`src/sv/afs_pkg.sv`:
```
`timescale 1ns / 1ps
// ---------------------------------------------------------------------------
// afs_pkg
// Shared types and constants of the start-code frame splitter.
// ---------------------------------------------------------------------------
package afs_pkg;

	localparam int BYTE_W       = 8;
	localparam int TYPE_W       = 5;
	localparam int LEN_W        = 24;
	localparam int ZCNT_W       = 2;
	localparam int CFG_IDX_W    = 1;
	localparam int COUNT_W_DEF  = 24;
	localparam int QUEUE_DEPTH_DEF = 4;

	localparam logic [ZCNT_W-1:0] ZCNT_MAX = 2'd3;
	localparam logic [TYPE_W-1:0] MIN_TYPE_RST = 5'd1;
	localparam logic [TYPE_W-1:0] MAX_TYPE_RST = 5'd6;
	localparam logic [BYTE_W-1:0] BYTE_ZERO = 8'h00;
	localparam logic [BYTE_W-1:0] BYTE_ONE  = 8'h01;

	localparam logic [CFG_IDX_W-1:0] CFG_MIN_TYPE = 1'd0;
	localparam logic [CFG_IDX_W-1:0] CFG_MAX_TYPE = 1'd1;

	// one classified request: held zeros to emit, then an optional byte,
	// then an optional frame end
	typedef struct packed {
		logic              has_end;
		logic              has_byte;
		logic [BYTE_W-1:0] data;
		logic [ZCNT_W-1:0] zeros;
	} cmd_t;

endpackage

```
`src/sv/afs_front.sv`:
```
`timescale 1ns / 1ps
// ---------------------------------------------------------------------------
// afs_front
// Accepts stream bytes, tracks held zeros and unit type, classifies each
// byte and pushes an emit request for the back end when it yields one.
// ---------------------------------------------------------------------------
module afs_front (
	input  logic                          clk,
	input  logic                          arst_n,
	input  logic                          s_axis_tvalid,
	output logic                          s_axis_tready,
	input  logic [afs_pkg::BYTE_W-1:0]    s_axis_tdata,   // data_byte
	input  logic                          s_axis_tlast,
	input  logic                          cfg_valid,
	output logic                          cfg_ready,
	input  logic [afs_pkg::CFG_IDX_W-1:0] cfg_index,
	input  logic [afs_pkg::TYPE_W-1:0]    cfg_data,
	input  logic                          q_ready,
	output logic                          q_push,
	output afs_pkg::cmd_t                 q_cmd
);
	import afs_pkg::*;

	logic [TYPE_W-1:0] min_type_q;
	logic [TYPE_W-1:0] max_type_q;
	logic [ZCNT_W-1:0] held_q;
	logic              captured_q;
	logic [TYPE_W-1:0] unit_type_q;

	logic              accept;
	logic [TYPE_W-1:0] cur_type;
	logic              in_range;
	logic [ZCNT_W-1:0] held_d;
	logic              captured_d;
	logic [TYPE_W-1:0] unit_type_d;
	cmd_t              cmd;

	assign cfg_ready     = 1'b1;
	assign s_axis_tready = q_ready;
	assign accept        = s_axis_tvalid & s_axis_tready;

	assign cur_type = captured_q ? unit_type_q : s_axis_tdata[TYPE_W-1:0];
	assign in_range = (cur_type >= min_type_q) && (cur_type <= max_type_q);

	always_comb begin
		cmd         = '0;
		held_d      = held_q;
		captured_d  = 1'b1;
		unit_type_d = cur_type;
		if (s_axis_tlast) begin
			cmd.zeros   = held_q;
			cmd.has_end = 1'b1;
			held_d      = '0;
			captured_d  = 1'b0;
			unit_type_d = '0;
		end else if (s_axis_tdata == BYTE_ZERO) begin
			if (held_q != ZCNT_MAX) begin
				held_d = held_q + 1'b1;
			end else begin
				cmd.has_byte = 1'b1;
				cmd.data     = BYTE_ZERO;
			end
		end else if (s_axis_tdata == BYTE_ONE && held_q == ZCNT_MAX) begin
			held_d      = '0;
			cmd.has_end = in_range;
			captured_d  = 1'b0;
			unit_type_d = '0;
		end else begin
			cmd.zeros    = held_q;
			cmd.has_byte = 1'b1;
			cmd.data     = s_axis_tdata;
			held_d       = '0;
		end
	end

	assign q_cmd  = cmd;
	assign q_push = accept & (cmd.has_end | cmd.has_byte);

	always_ff @(posedge clk or negedge arst_n) begin
		if (!arst_n) begin
			min_type_q  <= MIN_TYPE_RST;
			max_type_q  <= MAX_TYPE_RST;
			held_q      <= '0;
			captured_q  <= 1'b0;
			unit_type_q <= '0;
		end else begin
			if (cfg_valid && cfg_ready) begin
				unique case (cfg_index)
					CFG_MIN_TYPE: min_type_q <= cfg_data;
					CFG_MAX_TYPE: max_type_q <= cfg_data;
					default:      min_type_q <= min_type_q;
				endcase
			end
			if (accept) begin
				held_q      <= held_d;
				captured_q  <= captured_d;
				unit_type_q <= unit_type_d;
			end
		end
	end

endmodule

```
`src/sv/afs_queue.sv`:
```
`timescale 1ns / 1ps
// ---------------------------------------------------------------------------
// afs_queue
// Small request queue between the classifier and the result generator.
// ---------------------------------------------------------------------------
module afs_queue #(
	parameter int DEPTH = afs_pkg::QUEUE_DEPTH_DEF
) (
	input  logic          clk,
	input  logic          arst_n,
	input  logic          push,
	input  afs_pkg::cmd_t push_cmd,
	output logic          ready,
	input  logic          pop,
	output logic          valid,
	output afs_pkg::cmd_t head
);
	import afs_pkg::*;

	localparam int PW = (DEPTH > 1) ? $clog2(DEPTH) : 1;
	localparam int CW = $clog2(DEPTH + 1);

	cmd_t          mem_q [DEPTH];
	logic [PW-1:0] wr_q;
	logic [PW-1:0] rd_q;
	logic [CW-1:0] cnt_q;

	assign ready = (cnt_q != CW'(DEPTH));
	assign valid = (cnt_q != '0);
	assign head  = mem_q[rd_q];

	always_ff @(posedge clk) begin
		if (push) begin
			mem_q[wr_q] <= push_cmd;
		end
	end

	always_ff @(posedge clk or negedge arst_n) begin
		if (!arst_n) begin
			wr_q  <= '0;
			rd_q  <= '0;
			cnt_q <= '0;
		end else begin
			if (push) begin
				wr_q <= (wr_q == PW'(DEPTH - 1)) ? '0 : wr_q + 1'b1;
			end
			if (pop) begin
				rd_q <= (rd_q == PW'(DEPTH - 1)) ? '0 : rd_q + 1'b1;
			end
			if (push && !pop) begin
				cnt_q <= cnt_q + 1'b1;
			end else if (pop && !push) begin
				cnt_q <= cnt_q - 1'b1;
			end
		end
	end

`ifndef NO_ASSERTIONS
	a_cnt_bound: assert property (@(posedge clk) disable iff (!arst_n)
		cnt_q <= CW'(DEPTH))
		else $error("queue count above depth");
	a_no_overflow: assert property (@(posedge clk) disable iff (!arst_n)
		push |-> ready)
		else $error("push into full queue");
	a_no_underflow: assert property (@(posedge clk) disable iff (!arst_n)
		pop |-> valid)
		else $error("pop from empty queue");
`endif

endmodule

```
`src/sv/afs_back.sv`:
```
`timescale 1ns / 1ps
// ---------------------------------------------------------------------------
// afs_back
// Expands queued requests into result items one per cycle while the output
// is not stalled and keeps the saturating frame byte count.
// ---------------------------------------------------------------------------
module afs_back #(
	parameter int COUNT_WIDTH = afs_pkg::COUNT_W_DEF
) (
	input  logic                                     clk,
	input  logic                                     arst_n,
	input  logic                                     q_valid,
	input  afs_pkg::cmd_t                            q_head,
	output logic                                     q_pop,
	output logic                                     m_axis_tvalid,
	input  logic                                     m_axis_tready,
	output logic [afs_pkg::BYTE_W+afs_pkg::LEN_W-1:0] m_axis_tdata,
	output logic                                     m_axis_tlast,
	output logic [0:0]                               m_axis_tuser
);
	import afs_pkg::*;

	logic              cur_valid_q;
	cmd_t              cur_q;
	logic [COUNT_WIDTH-1:0] cnt_q;

	logic              out_valid_q;
	logic [BYTE_W-1:0] out_byte_q;
	logic              out_bv_q;
	logic              out_end_q;
	logic [LEN_W-1:0]  out_len_q;

	logic              load;
	logic              fire;
	logic              emit_zero;
	logic              emit_byte;
	logic              last;
	logic              empty_next;
	logic [LEN_W-1:0]  len;

	generate
		if (COUNT_WIDTH > LEN_W) begin : g_len_sat
			assign len = (|cnt_q[COUNT_WIDTH-1:LEN_W]) ? '1 : cnt_q[LEN_W-1:0];
		end else begin : g_len_ext
			assign len = LEN_W'(cnt_q);
		end
	endgenerate

	assign load      = !out_valid_q || m_axis_tready;
	assign fire      = load && cur_valid_q;
	assign emit_zero = (cur_q.zeros != '0);
	assign emit_byte = !emit_zero && cur_q.has_byte;

	always_comb begin
		if (emit_zero) begin
			last = !cur_q.has_byte && !cur_q.has_end && (cur_q.zeros == 2'd1);
		end else if (emit_byte) begin
			last = !cur_q.has_end;
		end else begin
			last = 1'b1;
		end
	end

	assign empty_next = !cur_valid_q || (fire && last);
	assign q_pop      = empty_next && q_valid;

	always_ff @(posedge clk) begin
		if (q_pop) begin
			cur_q <= q_head;
		end else if (fire) begin
			if (emit_zero) begin
				cur_q.zeros <= cur_q.zeros - 1'b1;
			end else if (emit_byte) begin
				cur_q.has_byte <= 1'b0;
			end
		end
		if (fire) begin
			out_byte_q <= emit_zero ? BYTE_ZERO : (emit_byte ? cur_q.data : BYTE_ZERO);
			out_bv_q   <= emit_zero || emit_byte;
			out_end_q  <= !emit_zero && !emit_byte;
			out_len_q  <= (emit_zero || emit_byte) ? '0 : len;
		end
	end

	always_ff @(posedge clk or negedge arst_n) begin
		if (!arst_n) begin
			cur_valid_q <= 1'b0;
			out_valid_q <= 1'b0;
			cnt_q       <= '0;
		end else begin
			if (q_pop) begin
				cur_valid_q <= 1'b1;
			end else if (fire && last) begin
				cur_valid_q <= 1'b0;
			end
			if (load) begin
				out_valid_q <= fire;
			end
			if (fire) begin
				if (emit_zero || emit_byte) begin
					if (cnt_q != '1) begin
						cnt_q <= cnt_q + 1'b1;
					end
				end else begin
					cnt_q <= '0;
				end
			end
		end
	end

	assign m_axis_tvalid = out_valid_q;
	assign m_axis_tdata  = {out_len_q, out_byte_q};
	assign m_axis_tlast  = out_end_q;
	assign m_axis_tuser  = out_bv_q;

`ifndef NO_ASSERTIONS
	a_one_kind: assert property (@(posedge clk) disable iff (!arst_n)
		out_valid_q |-> (out_bv_q != out_end_q))
		else $error("result is neither or both byte and frame end");
	a_end_fields: assert property (@(posedge clk) disable iff (!arst_n)
		(out_valid_q && out_end_q) |-> (out_byte_q == BYTE_ZERO))
		else $error("frame end carries a byte");
	a_cur_nonempty: assert property (@(posedge clk) disable iff (!arst_n)
		cur_valid_q |-> (cur_q.zeros != '0 || cur_q.has_byte || cur_q.has_end))
		else $error("empty request in result generator");
	a_cnt_cleared: assert property (@(posedge clk) disable iff (!arst_n)
		(fire && !emit_zero && !emit_byte) |=> (cnt_q == '0))
		else $error("byte count not cleared at frame end");
`endif

endmodule

```
`src/sv/annexb_frame_splitter.sv`:
```
`timescale 1ns / 1ps
// ---------------------------------------------------------------------------
// annexb_frame_splitter
// Strips 00 00 00 01 start codes from a byte stream and marks frame ends.
// ---------------------------------------------------------------------------
// Input bytes are taken at one per cycle while the four-entry request queue
// has room. Each byte turns into zero to four results (held zeros, the byte,
// a frame end), and the result generator puts out one result per cycle
// while the output is not stalled. A start code that closes no frame and a
// held zero produce no result. tlast on input flushes the held zeros and
// always closes the frame; tlast on output marks a frame-end result carrying
// the saturated byte count.
module annexb_frame_splitter #(
	parameter int COUNT_WIDTH = afs_pkg::COUNT_W_DEF,
	parameter int QUEUE_DEPTH = afs_pkg::QUEUE_DEPTH_DEF
) (
	input  logic                                      clk,
	input  logic                                      arst_n,
	input  logic                                      s_axis_tvalid,
	output logic                                      s_axis_tready,
	input  logic [afs_pkg::BYTE_W-1:0]                s_axis_tdata,  // data_byte
	input  logic                                      s_axis_tlast,  // end_of_input
	output logic                                      m_axis_tvalid,
	input  logic                                      m_axis_tready,
	output logic [afs_pkg::BYTE_W+afs_pkg::LEN_W-1:0] m_axis_tdata,  // out_byte, frame_len
	output logic                                      m_axis_tlast,  // frame_end
	output logic [0:0]                                m_axis_tuser,  // byte_valid
	input  logic                                      cfg_valid,
	output logic                                      cfg_ready,
	input  logic [afs_pkg::CFG_IDX_W-1:0]             cfg_index,
	input  logic [afs_pkg::TYPE_W-1:0]                cfg_data
);
	import afs_pkg::*;

	logic q_ready;
	logic q_push;
	cmd_t q_cmd;
	logic q_pop;
	logic q_valid;
	cmd_t q_head;

	afs_front u_front (
		.clk           (clk),
		.arst_n        (arst_n),
		.s_axis_tvalid (s_axis_tvalid),
		.s_axis_tready (s_axis_tready),
		.s_axis_tdata  (s_axis_tdata),
		.s_axis_tlast  (s_axis_tlast),
		.cfg_valid     (cfg_valid),
		.cfg_ready     (cfg_ready),
		.cfg_index     (cfg_index),
		.cfg_data      (cfg_data),
		.q_ready       (q_ready),
		.q_push        (q_push),
		.q_cmd         (q_cmd)
	);

	afs_queue #(
		.DEPTH (QUEUE_DEPTH)
	) u_queue (
		.clk      (clk),
		.arst_n   (arst_n),
		.push     (q_push),
		.push_cmd (q_cmd),
		.ready    (q_ready),
		.pop      (q_pop),
		.valid    (q_valid),
		.head     (q_head)
	);

	afs_back #(
		.COUNT_WIDTH (COUNT_WIDTH)
	) u_back (
		.clk           (clk),
		.arst_n        (arst_n),
		.q_valid       (q_valid),
		.q_head        (q_head),
		.q_pop         (q_pop),
		.m_axis_tvalid (m_axis_tvalid),
		.m_axis_tready (m_axis_tready),
		.m_axis_tdata  (m_axis_tdata),
		.m_axis_tlast  (m_axis_tlast),
		.m_axis_tuser  (m_axis_tuser)
	);

endmodule

```
`config.mk`:
```
export PLATFORM = sky130hd
export DESIGN_NAME = annexb_frame_splitter
export DESIGN_NICKNAME = d
export VERILOG_FILES = /design/src/sv/afs_pkg.sv /design/src/sv/afs_front.sv /design/src/sv/afs_queue.sv /design/src/sv/afs_back.sv /design/src/sv/annexb_frame_splitter.sv
export SDC_FILE = /design/constraint.sdc
export NUM_CORES = 1
export LEC_CHECK = 0
export BUFFER_PORTS_ARGS = -buffer_cell sky130_fd_sc_hd__buf_2
export CORE_UTILIZATION = 59
export CTS_BUF_LIST = sky130_fd_sc_hd__clkbuf_16
export CTS_CLUSTER_DIAMETER = 40
export DETAILED_ROUTE_END_ITERATION = 7
export GPL_ROUTABILITY_DRIVEN = 0
export GPL_TIMING_DRIVEN = 0
export MAX_ROUTING_LAYER = met4
export PLACE_DENSITY = 0.79
export SETUP_SLACK_MARGIN = 0.2
export SLEW_MARGIN = 20
export SYNTH_ARGS = -nofsm -noshare
export SYNTH_HDL_FRONTEND = slang
export SYNTH_SLANG_ARGS = --single-unit
```
`constraint.sdc`:
```
create_clock -name clk -period 4.5 [get_ports clk]
set_input_delay 0.225 -clock clk [delete_from_list [all_inputs] [get_ports clk]]
set_output_delay 0.225 -clock clk [all_outputs]
set_load 0.005 [all_outputs]
```
Word level (Yosys, flattened, before mapping)
Memories as Yosys holds them, arrays and structs flattened.
Cells that the tools add are included.
- register bits: 97
- RAM bits: 48
- input port bits: 20
- output and inout bits: 37
- word-level logic and storage cells: 120
- memories: 1
- memory list (name ; words ; bits a word ; read ports ; clocked after Yosys merged registers in ; wr ports ; RTL line ; text):
    u_queue.mem_q ; 4 ; 12 ; 1 ; 0 ; 1 ; afs_queue.sv:23 ; cmd_t mem_q [DEPTH];
- add/subtract/negate cells: 7
- order comparisons: 2
- eq/ne operators: 11
- muxes and demuxes: 38
- bitwise logic cells: 5
- reductions and logical operators: 37
- operators with widths (cell ; count):
    $mux W24 ; 2
    $mux W9 ; 3
    $add A24 B1 Y24 const B ; 1
    $ne A24 B24 Y1 const B ; 1
    $mux W2 ; 10
    $mux W5 ; 4
    $mux W1 ; 16
    $reduce_bool A2 Y1 ; 6
    $logic_and A1 B1 Y1 ; 11
    $mux W11 ; 1
    $reduce_and A2 Y1 ; 5
    $eq A8 B1 Y1 const B ; 1
    $logic_not A1 Y1 ; 8
    $logic_not A8 Y1 ; 1
    $add A2 B1 Y2 const B ; 3
    $eq A2 B2 Y1 const B ; 3
    $mux W3 ; 2
    $ne A2 B2 Y1 const B ; 3
    $ne A3 B3 Y1 const B ; 2
    $ge A5 B5 Y1 ; 1
    $le A5 B5 Y1 ; 1
    $add A3 B1 Y3 const B ; 1
    $logic_or A1 B1 Y1 ; 3
    $reduce_and A3 Y1 ; 1
    other kinds (8) ; 10

Depth between registers and ports, before layout
Gate-level depths: netlist of the first run.
- word-level depth: 12
- mapped depth: 13
- gate-level depth less buffers: 12

By module
Synthesis of the first run repeated with hierarchy kept, for this count alone.
- cells, all modules: 501
- area, all modules: 6618.8 um2
- modules (own cells, without submodules) (module ; times used ; cells an instance ; area each (um2) ; sequential area each (um2)):
    afs_back ; 1 ; 276 ; 3235.6 ; 2031.9
    afs_queue ; 1 ; 101 ; 2177.1 ; 1616.6
    afs_front ; 1 ; 124 ; 1206.2 ; 454.2

Worst setup path before layout of the first run
No wires, ideal clock.
- path type: register -> register
- from: register u_front.captured_q
- to: register u_queue.cnt_q[2]
- library setup time: 0.079 ns
- arrival: 3.163 ns
- required time: 4.421 ns
- slack: 1.257 ns
- stages on the path, launching flop included: 14
- path buffers: 1
- period minus slack after synthesis: 3.243 ns
- path through: dfrtp_1 > clkbuf_1 > mux2_2 > ha_1 > and4_1 > a211o_1 > o32ai_1 > a31o_2 > ha_1 > inv_1 > fa_1 > xor2_1 > nor2_1 > xor2_1
- longest elaborated chain between the ends: 11
- elaborated cells between the ends (all ways): 14
- those cells by class: 2 x order compare; 5 x mux; 2 x bitwise; 5 x reduce/logical
- RTL lines (item ; RTL line ; text):
    start: declaration ; afs_front.sv:27 ; logic captured_q;
    start signal: assignment ; afs_front.sv:96 ; captured_q <= captured_d;
    $mux W5 * ; afs_front.sv:42 ; assign cur_type = captured_q ? unit_type_q : s_axis_tdata[TYPE_W-1:0];
    $ge A5 B5 Y1 or $le A5 B5 Y1 (tied branches) ; afs_front.sv:43 ; assign in_range = (cur_type >= min_type_q) && (cur_type <= max_type_q);
    $logic_and A1 B1 Y1 * ; afs_front.sv:43 ;
    $mux W1 * ; afs_front.sv:63 ; end else if (s_axis_tdata == BYTE_ONE && held_q == ZCNT_MAX) begin
    $mux W1 * ; afs_front.sv:56 ; end else if (s_axis_tdata == BYTE_ZERO) begin
    $mux W1 * ; afs_front.sv:50 ; if (s_axis_tlast) begin
    $or A1 B1 Y1 * ; afs_front.sv:77 ; assign q_push = accept & (cmd.has_end | cmd.has_byte);
    $and A1 B1 Y1 * ; afs_front.sv:77 ;
    net q_push ; annexb_frame_splitter.sv:36 ; logic q_push;
    $logic_not A1 Y1 ; afs_queue.sv:52 ; end else if (pop && !push) begin
    $logic_and A1 B1 Y1 ; afs_queue.sv:52 ;
    $reduce_bool A2 Y1 (no line) ; -- ;
    end signal: assignment ; afs_queue.sv:51 ; cnt_q <= cnt_q + 1'b1;
    end signal: assignment ; afs_queue.sv:53 ; cnt_q <= cnt_q - 1'b1;
    end: declaration ; afs_queue.sv:26 ; logic [CW-1:0] cnt_q;
The timed path passes the listed nets; every way through them passes the cells marked *.
A chain may end at the register's enable or synchronous reset.

Worst setup path in the final report of the first run
Same ends and word-level chain as after synthesis.

==> metrics, run 1 <==
outcome complete, no violations; final period utilization about four fifths; max-cap viol count 0; switching power between 1000 and 1500 µW; Nets 616; grt ovf 0; initial antenna violation count 0; worst hold path type input pin to flop; CTS tree done; via-per-instance ratio 5.93; fin cells 728; CP arrival between 3 and 4 ns; I/O Pins between 50 and 60; first-pass GRT wire length ~20000 µm; Final setup violation count 0; Power Dens Cells about 540 mW/mm²; synthesized area roughly 0.0066 mm²; Rows 38; WL/cell approximately 18 µm; pin count of the biggest net entering global routing 52; Core Footprint approximately 0.011 mm²; die area 0.0116 mm²; peak supply drop ~420 µV; Setup TNS Final 0 ns; Fmax 279 MHz; Worst Skew between 0.006 and 0.007 ns; Final Max Slew Viols 0; Clock Latency Late Sink 0.41 ns; ys flop type edfxtp_1; Final Hold Slack between 0.03 and 0.04 ns; total CTS buffers 17; Ant. Diodes 0; area occupied by multi-input gates 0.00228 mm²; Final Hold Violating Endpoints 0; Lkg Pwr 0.00304 µW; Slew HR 26.6%; combinational share of power 22.8%; Worst-Margin Slew 1.09 ns; share of cells above drive strength 1 a little under a quarter; placed insts between 600 and 700; Synth Warn # 0; initial core utilization ~61%; initial DRC count ~280; required time worst endpoint slightly below 5 ns; Critical Path Start Type flop; vias in the first global route 4231; Worst-path clk slew approximately 0.06 ns; post-synthesis cell count 501; WS Path Type flop to flop; sequential area share after synthesis between 60% and 70%; total power 4110 µW; 1st-pass router iterations 5; H-tree Lvls 4; Syn Area/Cell between 10 and 15 µm²; sw frac around 30%; EDFF count, synth between 90 and 100; Yosys reg bits between 100 and 150; CTS root buf clkbuf_16; Synth cell types 72; Final min period approximately 3.6 ns; Tot GR Track Use 24.6%; clk buf depth 2; DP Wirelength around 8700 µm; die width around 110 µm; filler instances around 750; port bufs 54; DRC Markers 0; critical path peak fanout 7; vias about 4300; CTS Sinks 145; syn nets ~540; Clock Power Share about a third; die height roughly 110 µm; Internal just under 3000 µW; antenna viol nets, final 0; critical path capture point type flop; sequential standard cell area a little over 0.004 mm²; RSZ-0062 raised after global routing false; detailed-route wire length ~13000 µm; Sequential Power Share 45.0%; Post-synth ARST share about a third; Post-CTS Setup Inserts 0; Syn-to-layout area delta 15.4%
## cell type report
class,instances,area share [%]
Timing Repair Buffer,55,3.71
Multi-Input combinational cell,306,29.9
Buffer,22,1.45
Tap cell,140,2.30
Inverter,28,1.40
Clock inverter,15,1.74
Clock buffer,17,5.59
Sequential cell,145,53.9
## flip-flops by register name (all words and copies together) (netlist names), 2 cells and up
name,cells
u_back.cnt_q,24
u_back.cur_q,12
u_back.out_byte_q,8
u_back.out_len_q,24
u_front.held_q,2
u_front.max_type_q,5
u_front.min_type_q,5
u_front.unit_type_q,5
u_queue.cnt_q,3
u_queue.mem_q,48
u_queue.rd_q,2
u_queue.wr_q,2
## per-stage QoR
step           utilization, %  area [µm²]  setup slack (ns)
2_1_floorplan               -        6600              1.26
3_3_place_gp             64.7        7040              1.07
3_5_place_dp             64.7        7040             0.955
4_1_cts                  69.9        7610             0.925
5_1_grt                  69.9        7610             0.621
6_report                 69.9        7610             0.910
## worst paths after layout
kind | cells past startpoint | from | to | slack (ns)
max | 13 | u_front.captured_q | u_queue.cnt_q[2] | 0.91
max reg2reg | 13 | u_front.captured_q | u_queue.cnt_q[2] | 0.91
min | 3 | cfg_data[4] | u_front.min_type_q[4] | 0.04
max in group asynchronous | 2 | arst_n | u_back.cnt_q[11] | 3.65
min in group asynchronous | 2 | arst_n | u_queue.wr_q[0] | 0.40
min reg2reg | 2 | u_front.unit_type_q[0] | u_front.unit_type_q[0] | 0.49
## worst max-delay path: stages, from the launching register on
cell      delay, ns
dfrtp_1        0.32
clkbuf_1       0.28
mux2_2         0.43
ha_1           0.28
and4_1         0.22
a211o_1        0.29
o32ai_1        0.29
a31o_2         0.32
ha_1           0.22
inv_1          0.07
fa_1           0.37
xor2_1         0.17
nor2_1         0.11
xor2_1         0.15
## layout by cell type, fill, tap and decap left out, types with 10 or more instances in the layout
cell type,instances
buf_2,55
ha_1,20
mux4_2,12
dfrtp_1,48
inv_1,27
a21oi_1,11
mux2_2,14
edfxtp_1,94
nor3_1,12
and2_1,22
clkbuf_1,14
o21ai_0,27
nor2_1,19
nor2b_1,10
nand3_1,11
nand2_1,41
and3_1,12
clkbuf_16,17
## per-layer routing
metal / track usage, % / vias up / share of wire, %
li1: - / 2025 / -
met1: 28.8 / 2123 / 41
met2: 42.1 / 143 / 53
met3: 4.90 / 28 / 4.4
met4: 9.00 / 0 / 1.9
met5: - / - / 0
## cell families (layout without fill, tap and decap cells)
logic type,after synthesis,after routing,synth area share [%]
other,1,1,0.0569
DFF,145,145,62.2
buffers and inverters,50,137,3.26
muxes,28,28,6.79
and+or+nand+nor,164,164,13.8
adders and majority gates,21,21,4.10
xor gates and xnor gates,4,4,0.531
AOI/OAI and AO/OA,88,88,9.20
## cell usage after synthesis, types with 3 or more instances
library cell | count | share of area (%)
a21o_1 | 5 | 0.57
a21oi_1 | 11 | 0.83
a31oi_1 | 6 | 0.57
a32o_1 | 4 | 0.61
and2_1 | 22 | 2.1
and3_1 | 12 | 1.1
clkbuf_1 | 14 | 0.80
dfrtp_1 | 48 | 18
dfstp_2 | 3 | 1.2
edfxtp_1 | 94 | 43
ha_1 | 20 | 3.8
inv_1 | 27 | 1.5
mux2_2 | 14 | 2.4
mux4_2 | 12 | 4.1
nand2_1 | 41 | 2.3
nand2b_1 | 3 | 0.28
nand3_1 | 11 | 0.83
nand4_1 | 6 | 0.57
nor2_1 | 19 | 1.1
nor2b_1 | 10 | 0.95
nor3_1 | 12 | 0.91
nor4_1 | 3 | 0.28
o21ai_0 | 27 | 2.0
o31ai_1 | 4 | 0.46
o41ai_1 | 3 | 0.40
or3_1 | 3 | 0.28
or4_1 | 5 | 0.57
xor2_1 | 3 | 0.40
## what timing repair did
action,CTS,global route
hold buffers,1,0
endpoints found under the setup margin,0,0
hold endpoints to repair,48,0
resized for setup,0,0
## power by group through the flow
stage | Clock, µW | Combinational, µW | Sequential, µW
after floorplan | 0 | 667 | 1840
after global placement | 0 | 886 | 1850
after detailed placement | 0 | 941 | 1880
after CTS | 1340 | 951 | 1850
after global routing | 1390 | 1050 | 1880
final | 1320 | 937 | 1850
(Power assumes the default switching activity.)
==> inputs of run 2 (changes only) <==
--- a/config.mk
+++ b/config.mk
@@ -6,14 +6,14 @@
 export NUM_CORES = 1
 export LEC_CHECK = 0
 export BUFFER_PORTS_ARGS = -buffer_cell sky130_fd_sc_hd__buf_2
-export CORE_UTILIZATION = 59
+export CORE_UTILIZATION = 54
 export CTS_BUF_LIST = sky130_fd_sc_hd__clkbuf_16
 export CTS_CLUSTER_DIAMETER = 40
 export DETAILED_ROUTE_END_ITERATION = 7
 export GPL_ROUTABILITY_DRIVEN = 0
 export GPL_TIMING_DRIVEN = 0
 export MAX_ROUTING_LAYER = met4
-export PLACE_DENSITY = 0.79
+export PLACE_DENSITY = 0.76
 export SETUP_SLACK_MARGIN = 0.2
 export SLEW_MARGIN = 20
 export SYNTH_ARGS = -nofsm -noshare
==> constraint.sdc (replaced) <==
create_clock -name clk -period 3.3 [get_ports clk]
set_input_delay 0.165 -clock clk [delete_from_list [all_inputs] [get_ports clk]]
set_output_delay 0.165 -clock clk [all_outputs]
set_load 0.005 [all_outputs]
==> run 2 against run 1 <==
  * Power increased by 40%
  * Final cell count increased by 2.6%
  * Core utilization decreased by 2.2 points
  * Clock power increased by 34%
==> metrics, run 2 (same netlist as run 1, synthesis figures left out) <==
CTS tree done; H-tree Lvls 4; die width approximately 110 µm; pin count of the biggest net entering global routing 52; DP Wirelength roughly 8700 µm; share of cells above drive strength 1 a little over a quarter; via-per-instance ratio between 5 and 6; CP arrival 3.39 ns; sequential standard cell area approximately 0.0041 mm²; Critical Path Start Type flop; CTS Sinks ~150; placed insts 698; initial core utilization approximately 57%; max reg flops 48; initial antenna violation count 0; required time worst endpoint 3.64 ns; cell family with most CP delay adder cells; Fmax 328 MHz; commonest cells after routing, fill and taps aside edfxtp_1 (94), buf_2 (55), dfrtp_1 (48); biggest regs u_queue.mem_q: 48 flops, u_back.cnt_q: 24 flops, u_back.out_len_q: 24 flops; Clock Latency Late Sink 0.42 ns; Lkg Pwr 0.00315 µW; outcome complete, no violations; area occupied by multi-input gates approximately 0.0024 mm²; Final Hold Violating Endpoints 0; antenna viol nets, final 0; filler instances roughly 800; WS Path Type flop to flop; I/O Pins 57; vias in the first global route between 4000 and 5000; die height 113 µm; Post-Place Worst Slack -0.0773 ns; Final min period 3.05 ns; Power Dens Cells about 730 mW/mm²; Buf+Inv Stages, Crit Path 3; CTS root buf clkbuf_16; commonest non-fill, non-tap cell in the layout edfxtp_1; WL/cell about 18 µm; Rows 39; critical path capture point type flop; DP Area between 0.007 and 0.008 mm²; fin area ~0.008 mm²; Setup TNS Final 0 ns; largest reg by FF count u_queue.mem_q; Syn-to-layout area delta 19.7%; worst hold path type input pin to flop; first-pass GRT wire length 21100 µm; 1st-pass router iterations 4; clk buf depth 2; critical path cell sequence buf_8, mux2_4, ha_4, and4_4, buf_4, nand4_1, o32ai_4, a31o_4, ha_4, inv_2, fa_2, xor2_1, nor2_1, xor2_1; vias approximately 4300; Worst Skew 0.0127 ns; Worst-path clk slew 0.06 ns; Tot GR Track Use 22.8%; initial DRC count between 200 and 300; Worst Slack Setup Final approximately 0.25 ns; Nets approximately 630; Worst-Margin Slew around 0.69 ns; DRC Markers 0; Final Max Slew Viols 0; fin cells 747; Critical Path Max Stage Delay 0.40 ns; detailed-route wire length ~13000 µm; Slowest-stage cell, CP dfrtp_1; grt ovf 0; final period utilization between 90% and 100%; Ant. Diodes 0; RSZ-0062 raised after global routing true; max-cap viol count 0; peak supply drop approximately 580 µV; critical path peak fanout 6; total CTS buffers 17; Final Core Density between 60 and 70%; Core Footprint 0.0117 mm²; die area 0.0127 mm²; port bufs 54; Final setup violation count 0; Slew HR 54.1%
-- run 2: power breakdown --
| group | switching, µW | leakage, µW | internal, µW |
|---|---|---|---|
| registers | 158 | 0.00156 | 2360 |
| logic | 794 | 0.00132 | 651 |
| clock network | 741 | 0.000271 | 1030 |
| total | 1690 | 0.00315 | 4040 |
-- run 2: worst paths after layout --
| check | from | to | slack, ns | depth (start not counted) |
|---|---|---|---|---|
| hold reg to reg | u_front.unit_type_q[3] | u_front.unit_type_q[3] | 0.50 | 1 |
| hold / removal | s_axis_tlast | u_front.held_q[1] | 0.05 | 2 |
| max in group asynchronous | arst_n | u_front.min_type_q[4] | 2.52 | 2 |
| setup reg to reg | u_front.captured_q | u_queue.cnt_q[2] | 0.25 | 14 |
| setup / recovery | u_front.captured_q | u_queue.cnt_q[2] | 0.25 | 14 |
| min in group asynchronous | arst_n | u_queue.rd_q[1] | 0.33 | 2 |
-- run 2: area by class of cell --
type,instances,area share [%]
inverters,28,1.35
repair buffers,71,5.26
clock inverters,15,1.55
flip-flops and latches,145,52.0
plain buffers,22,1.54
clock buffers,17,5.39
well taps,143,2.27
multi-input cells,306,30.7
-- run 2: metal layers --
| metal | part of all wire (%) | track usage [%] | up-vias |
|---|---|---|---|
| met5 | 0 | - | - |
| met4 | 2.4 | 10.8 | 0 |
| met3 | 4.5 | 5.67 | 27 |
| met2 | 54 | 40.1 | 136 |
| met1 | 40 | 24.1 | 2115 |
| li1 | - | - | 2059 |
-- run 2: timing repair --
action	in CTS	in global routing
pin swaps	4	11
setup endpoints to repair	50	37
resized for setup	17	8
hold endpoints to repair	58	0
setup buffers	6	5
hold buffers	6	0
-- run 2: metrics by stage --
step | hold WS (ns) | power (µW)
after floorplan | -0.131 | 3430
after global placement | 0.381 | 3740
after detailed placement | 0.251 | 3830
after CTS | 0.0128 | 5700
after global routing | 0.0466 | 6010
final | 0.0510 | 5740
==> inputs of run 3 (changes only) <==
--- a/config.mk
+++ b/config.mk
@@ -6,14 +6,14 @@
 export NUM_CORES = 1
 export LEC_CHECK = 0
 export BUFFER_PORTS_ARGS = -buffer_cell sky130_fd_sc_hd__buf_2
-export CORE_UTILIZATION = 54
+export CORE_UTILIZATION = 61
 export CTS_BUF_LIST = sky130_fd_sc_hd__clkbuf_16
 export CTS_CLUSTER_DIAMETER = 40
 export DETAILED_ROUTE_END_ITERATION = 7
 export GPL_ROUTABILITY_DRIVEN = 0
 export GPL_TIMING_DRIVEN = 0
 export MAX_ROUTING_LAYER = met4
-export PLACE_DENSITY = 0.76
+export PLACE_DENSITY = 0.81
 export SETUP_SLACK_MARGIN = 0.2
 export SLEW_MARGIN = 20
 export SYNTH_ARGS = -nofsm -noshare
==> constraint.sdc (replaced) <==
create_clock -name clk -period 3.85 [get_ports clk]
set_input_delay 0.1925 -clock clk [delete_from_list [all_inputs] [get_ports clk]]
set_output_delay 0.1925 -clock clk [all_outputs]
set_load 0.005 [all_outputs]
==> run 3 against run 2 <==
  * The flow now finishes with violations (hold timing)
  * Die area is 11% lower
  * Fmax is 12% lower
  * Largest cell class unchanged
  * Final cell count down 2.7%
==> metrics, run 3 (same netlist as run 1, synthesis figures left out) <==
outcome complete, but fails checks; failing checks hold timing; CTS root buf clkbuf_16; die area approximately 0.011 mm²; antenna viol nets, final 0; grt ovf 0; die width 106 µm; 1st-pass router iterations 5; CTS tree done; via-per-instance ratio 6.11; Fmax a little under 300 MHz; commonest non-fill, non-tap cell in the layout edfxtp_1; final period utilization ~90%; detailed-route wire length roughly 13000 µm; RSZ-0062 raised after global routing false; I/O Pins between 50 and 60; Tot GR Track Use about a quarter; CTS Sinks ~150; initial DRC count roughly 270; Final Max Slew Viols 0; Critical Path Start Type flop; Worst Slack Setup Final 0.379 ns; first-pass GRT wire length roughly 21000 µm; Internal ~3500 µW; Sequential Power Share between 40 and 50%; vias about 4400; Setup TNS Final 0 ns; initial antenna violation count 0; switching power between 1000 and 1500 µW; biggest regs u_queue.mem_q: 48 flops, u_back.cnt_q: 24 flops, u_back.out_len_q: 24 flops; Worst-path clk slew 0.06 ns; H-tree Lvls 4; sequential standard cell area 0.00410 mm²; share of cells above drive strength 1 between 20% and 30%; CP arrival approximately 3.8 ns; initial core utilization a little over three fifths; Worst Skew between 0.008 and 0.009 ns; Final setup violation count 0; Critical Path Max Stage Delay 0.41 ns; Final Hold Slack -0.00109 ns; commonest cells after routing, fill and taps aside edfxtp_1 (94), buf_2 (55), dfrtp_1 (48); worst hold path type input pin to flop; DP Wirelength between 8000 and 9000 µm; port bufs 54; WL/cell 18.2 µm; Final Hold Violating Endpoints 1; largest reg by FF count u_queue.mem_q; Power Dens Cells 641 mW/mm²; Syn-to-layout area delta 16.4%; Ant. Diodes 0; Clock Latency Late Sink around 0.43 ns; pin count of the biggest net entering global routing 52; cell family with most CP delay compound AO/OA/AOI/OAI gates; die height ~110 µm; area occupied by multi-input gates about 0.0023 mm²; combinational share of power a little under a quarter; Final min period around 3.5 ns; Buf+Inv Stages, Crit Path 2; Worst-Margin Slew 1.12 ns; Core Footprint roughly 0.010 mm²; sw frac 28.8%; DRC Markers 0; WS Path Type flop to flop; peak supply drop 468 µV; Slowest-stage cell, CP mux2_2; clk buf depth 2; Post-Place Worst Slack about 0.27 ns; filler instances about 670; required time worst endpoint 4.19 ns; critical path capture point type flop; Lkg Pwr ~0.0031 µW; Rows 37; Clock Power Share 33.2%; critical path cell sequence clkbuf_2, mux2_2, ha_1, and4_1, a211o_1, o32ai_1, a31o_2, ha_1, inv_1, fa_1, xor2_1, nor2_1, xor2_1; vias in the first global route between 4000 and 5000; max reg flops between 40 and 50; critical path peak fanout 6; total CTS buffers 17; max-cap viol count 0; Slew HR between 20% and 30%; Nets 620
## run 3: changes by cell type in the layout (fill, tap and decap cells not counted), sizes merged
cell	delta
clkinvlp	+1
inv	-4
buf	-11
bufinv	+2
dlygate4sd3	-2
clkbuf	+1
## run 3: worst paths after layout
check	start	to	slack [ns]	cells past startpoint
min in group asynchronous	arst_n	u_back.cnt_q[4]	0.35	2
worst min-delay path	cfg_data[4]	u_front.min_type_q[4]	-0.001	3
max in group asynchronous	arst_n	u_front.unit_type_q[2]	3.05	2
worst min register to register	u_front.unit_type_q[0]	u_front.unit_type_q[0]	0.48	2
worst max-delay path	u_front.captured_q	u_queue.cnt_q[2]	0.38	13
worst max register to register	u_front.captured_q	u_queue.cnt_q[2]	0.38	13
## run 3: timing repair
action / 4_1_cts / 5_1_grt
setup buffers: 0 / 1
endpoints found under the setup margin: 0 / 2
endpoints found under the hold margin: 51 / 0
gates resized for setup: 0 / 2
hold buffers: 4 / 0
## run 3: layout make-up
cell class | instances | share of cell area (%)
clock buffer | 17 | 5.54
inverter | 28 | 1.39
clock inverter | 14 | 2.15
buffer | 22 | 1.45
timing repair buffer | 59 | 4.17
multi-input combinational | 306 | 29.7
sequential | 145 | 53.4
tap | 136 | 2.22
## run 3: worst min-delay path, delay by kind of cell
family          cells  cell delay [ns]
compound gates      1             0.06
buf+inv             1             0.09
simple gates        1             0.05
## run 3: power groups by stage
| stage | clock, µW | sequential (µW) | combinational [µW] |
|---|---|---|---|
| 6_report | 1630 | 2170 | 1120 |
| 5_1_grt | 1710 | 2200 | 1240 |
| 4_1_cts | 1650 | 2170 | 1120 |
| 3_5_place_dp | 0 | 2190 | 1090 |
| 3_3_place_gp | 0 | 2170 | 1040 |
| 2_1_floorplan | 0 | 2160 | 780 |
## run 3: metal layers
metal  wire length, µm  global-route usage [%]  vias to the layer above
met3               706                    5.82                       46
li1                  -                       -                     2038
met2              7080                    45.7                      177
met5                 0                       -                        -
met4               410                    13.2                        0
met1              5040                    28.9                     2178
## run 3: per-stage QoR
step	cells	util [%]	hold WS (ns)	total power (µW)	instance area, µm²
after floorplan	501	-	-0.103	2940	6600
after global placement	691	67.5	0.407	3200	7040
after detailed placement	691	67.6	0.270	3290	7040
after CTS	726	73.6	0.000280	4940	7670
after global routing	727	73.7	0.00197	5160	7680
final	727	73.7	-0.00109	4920	7680
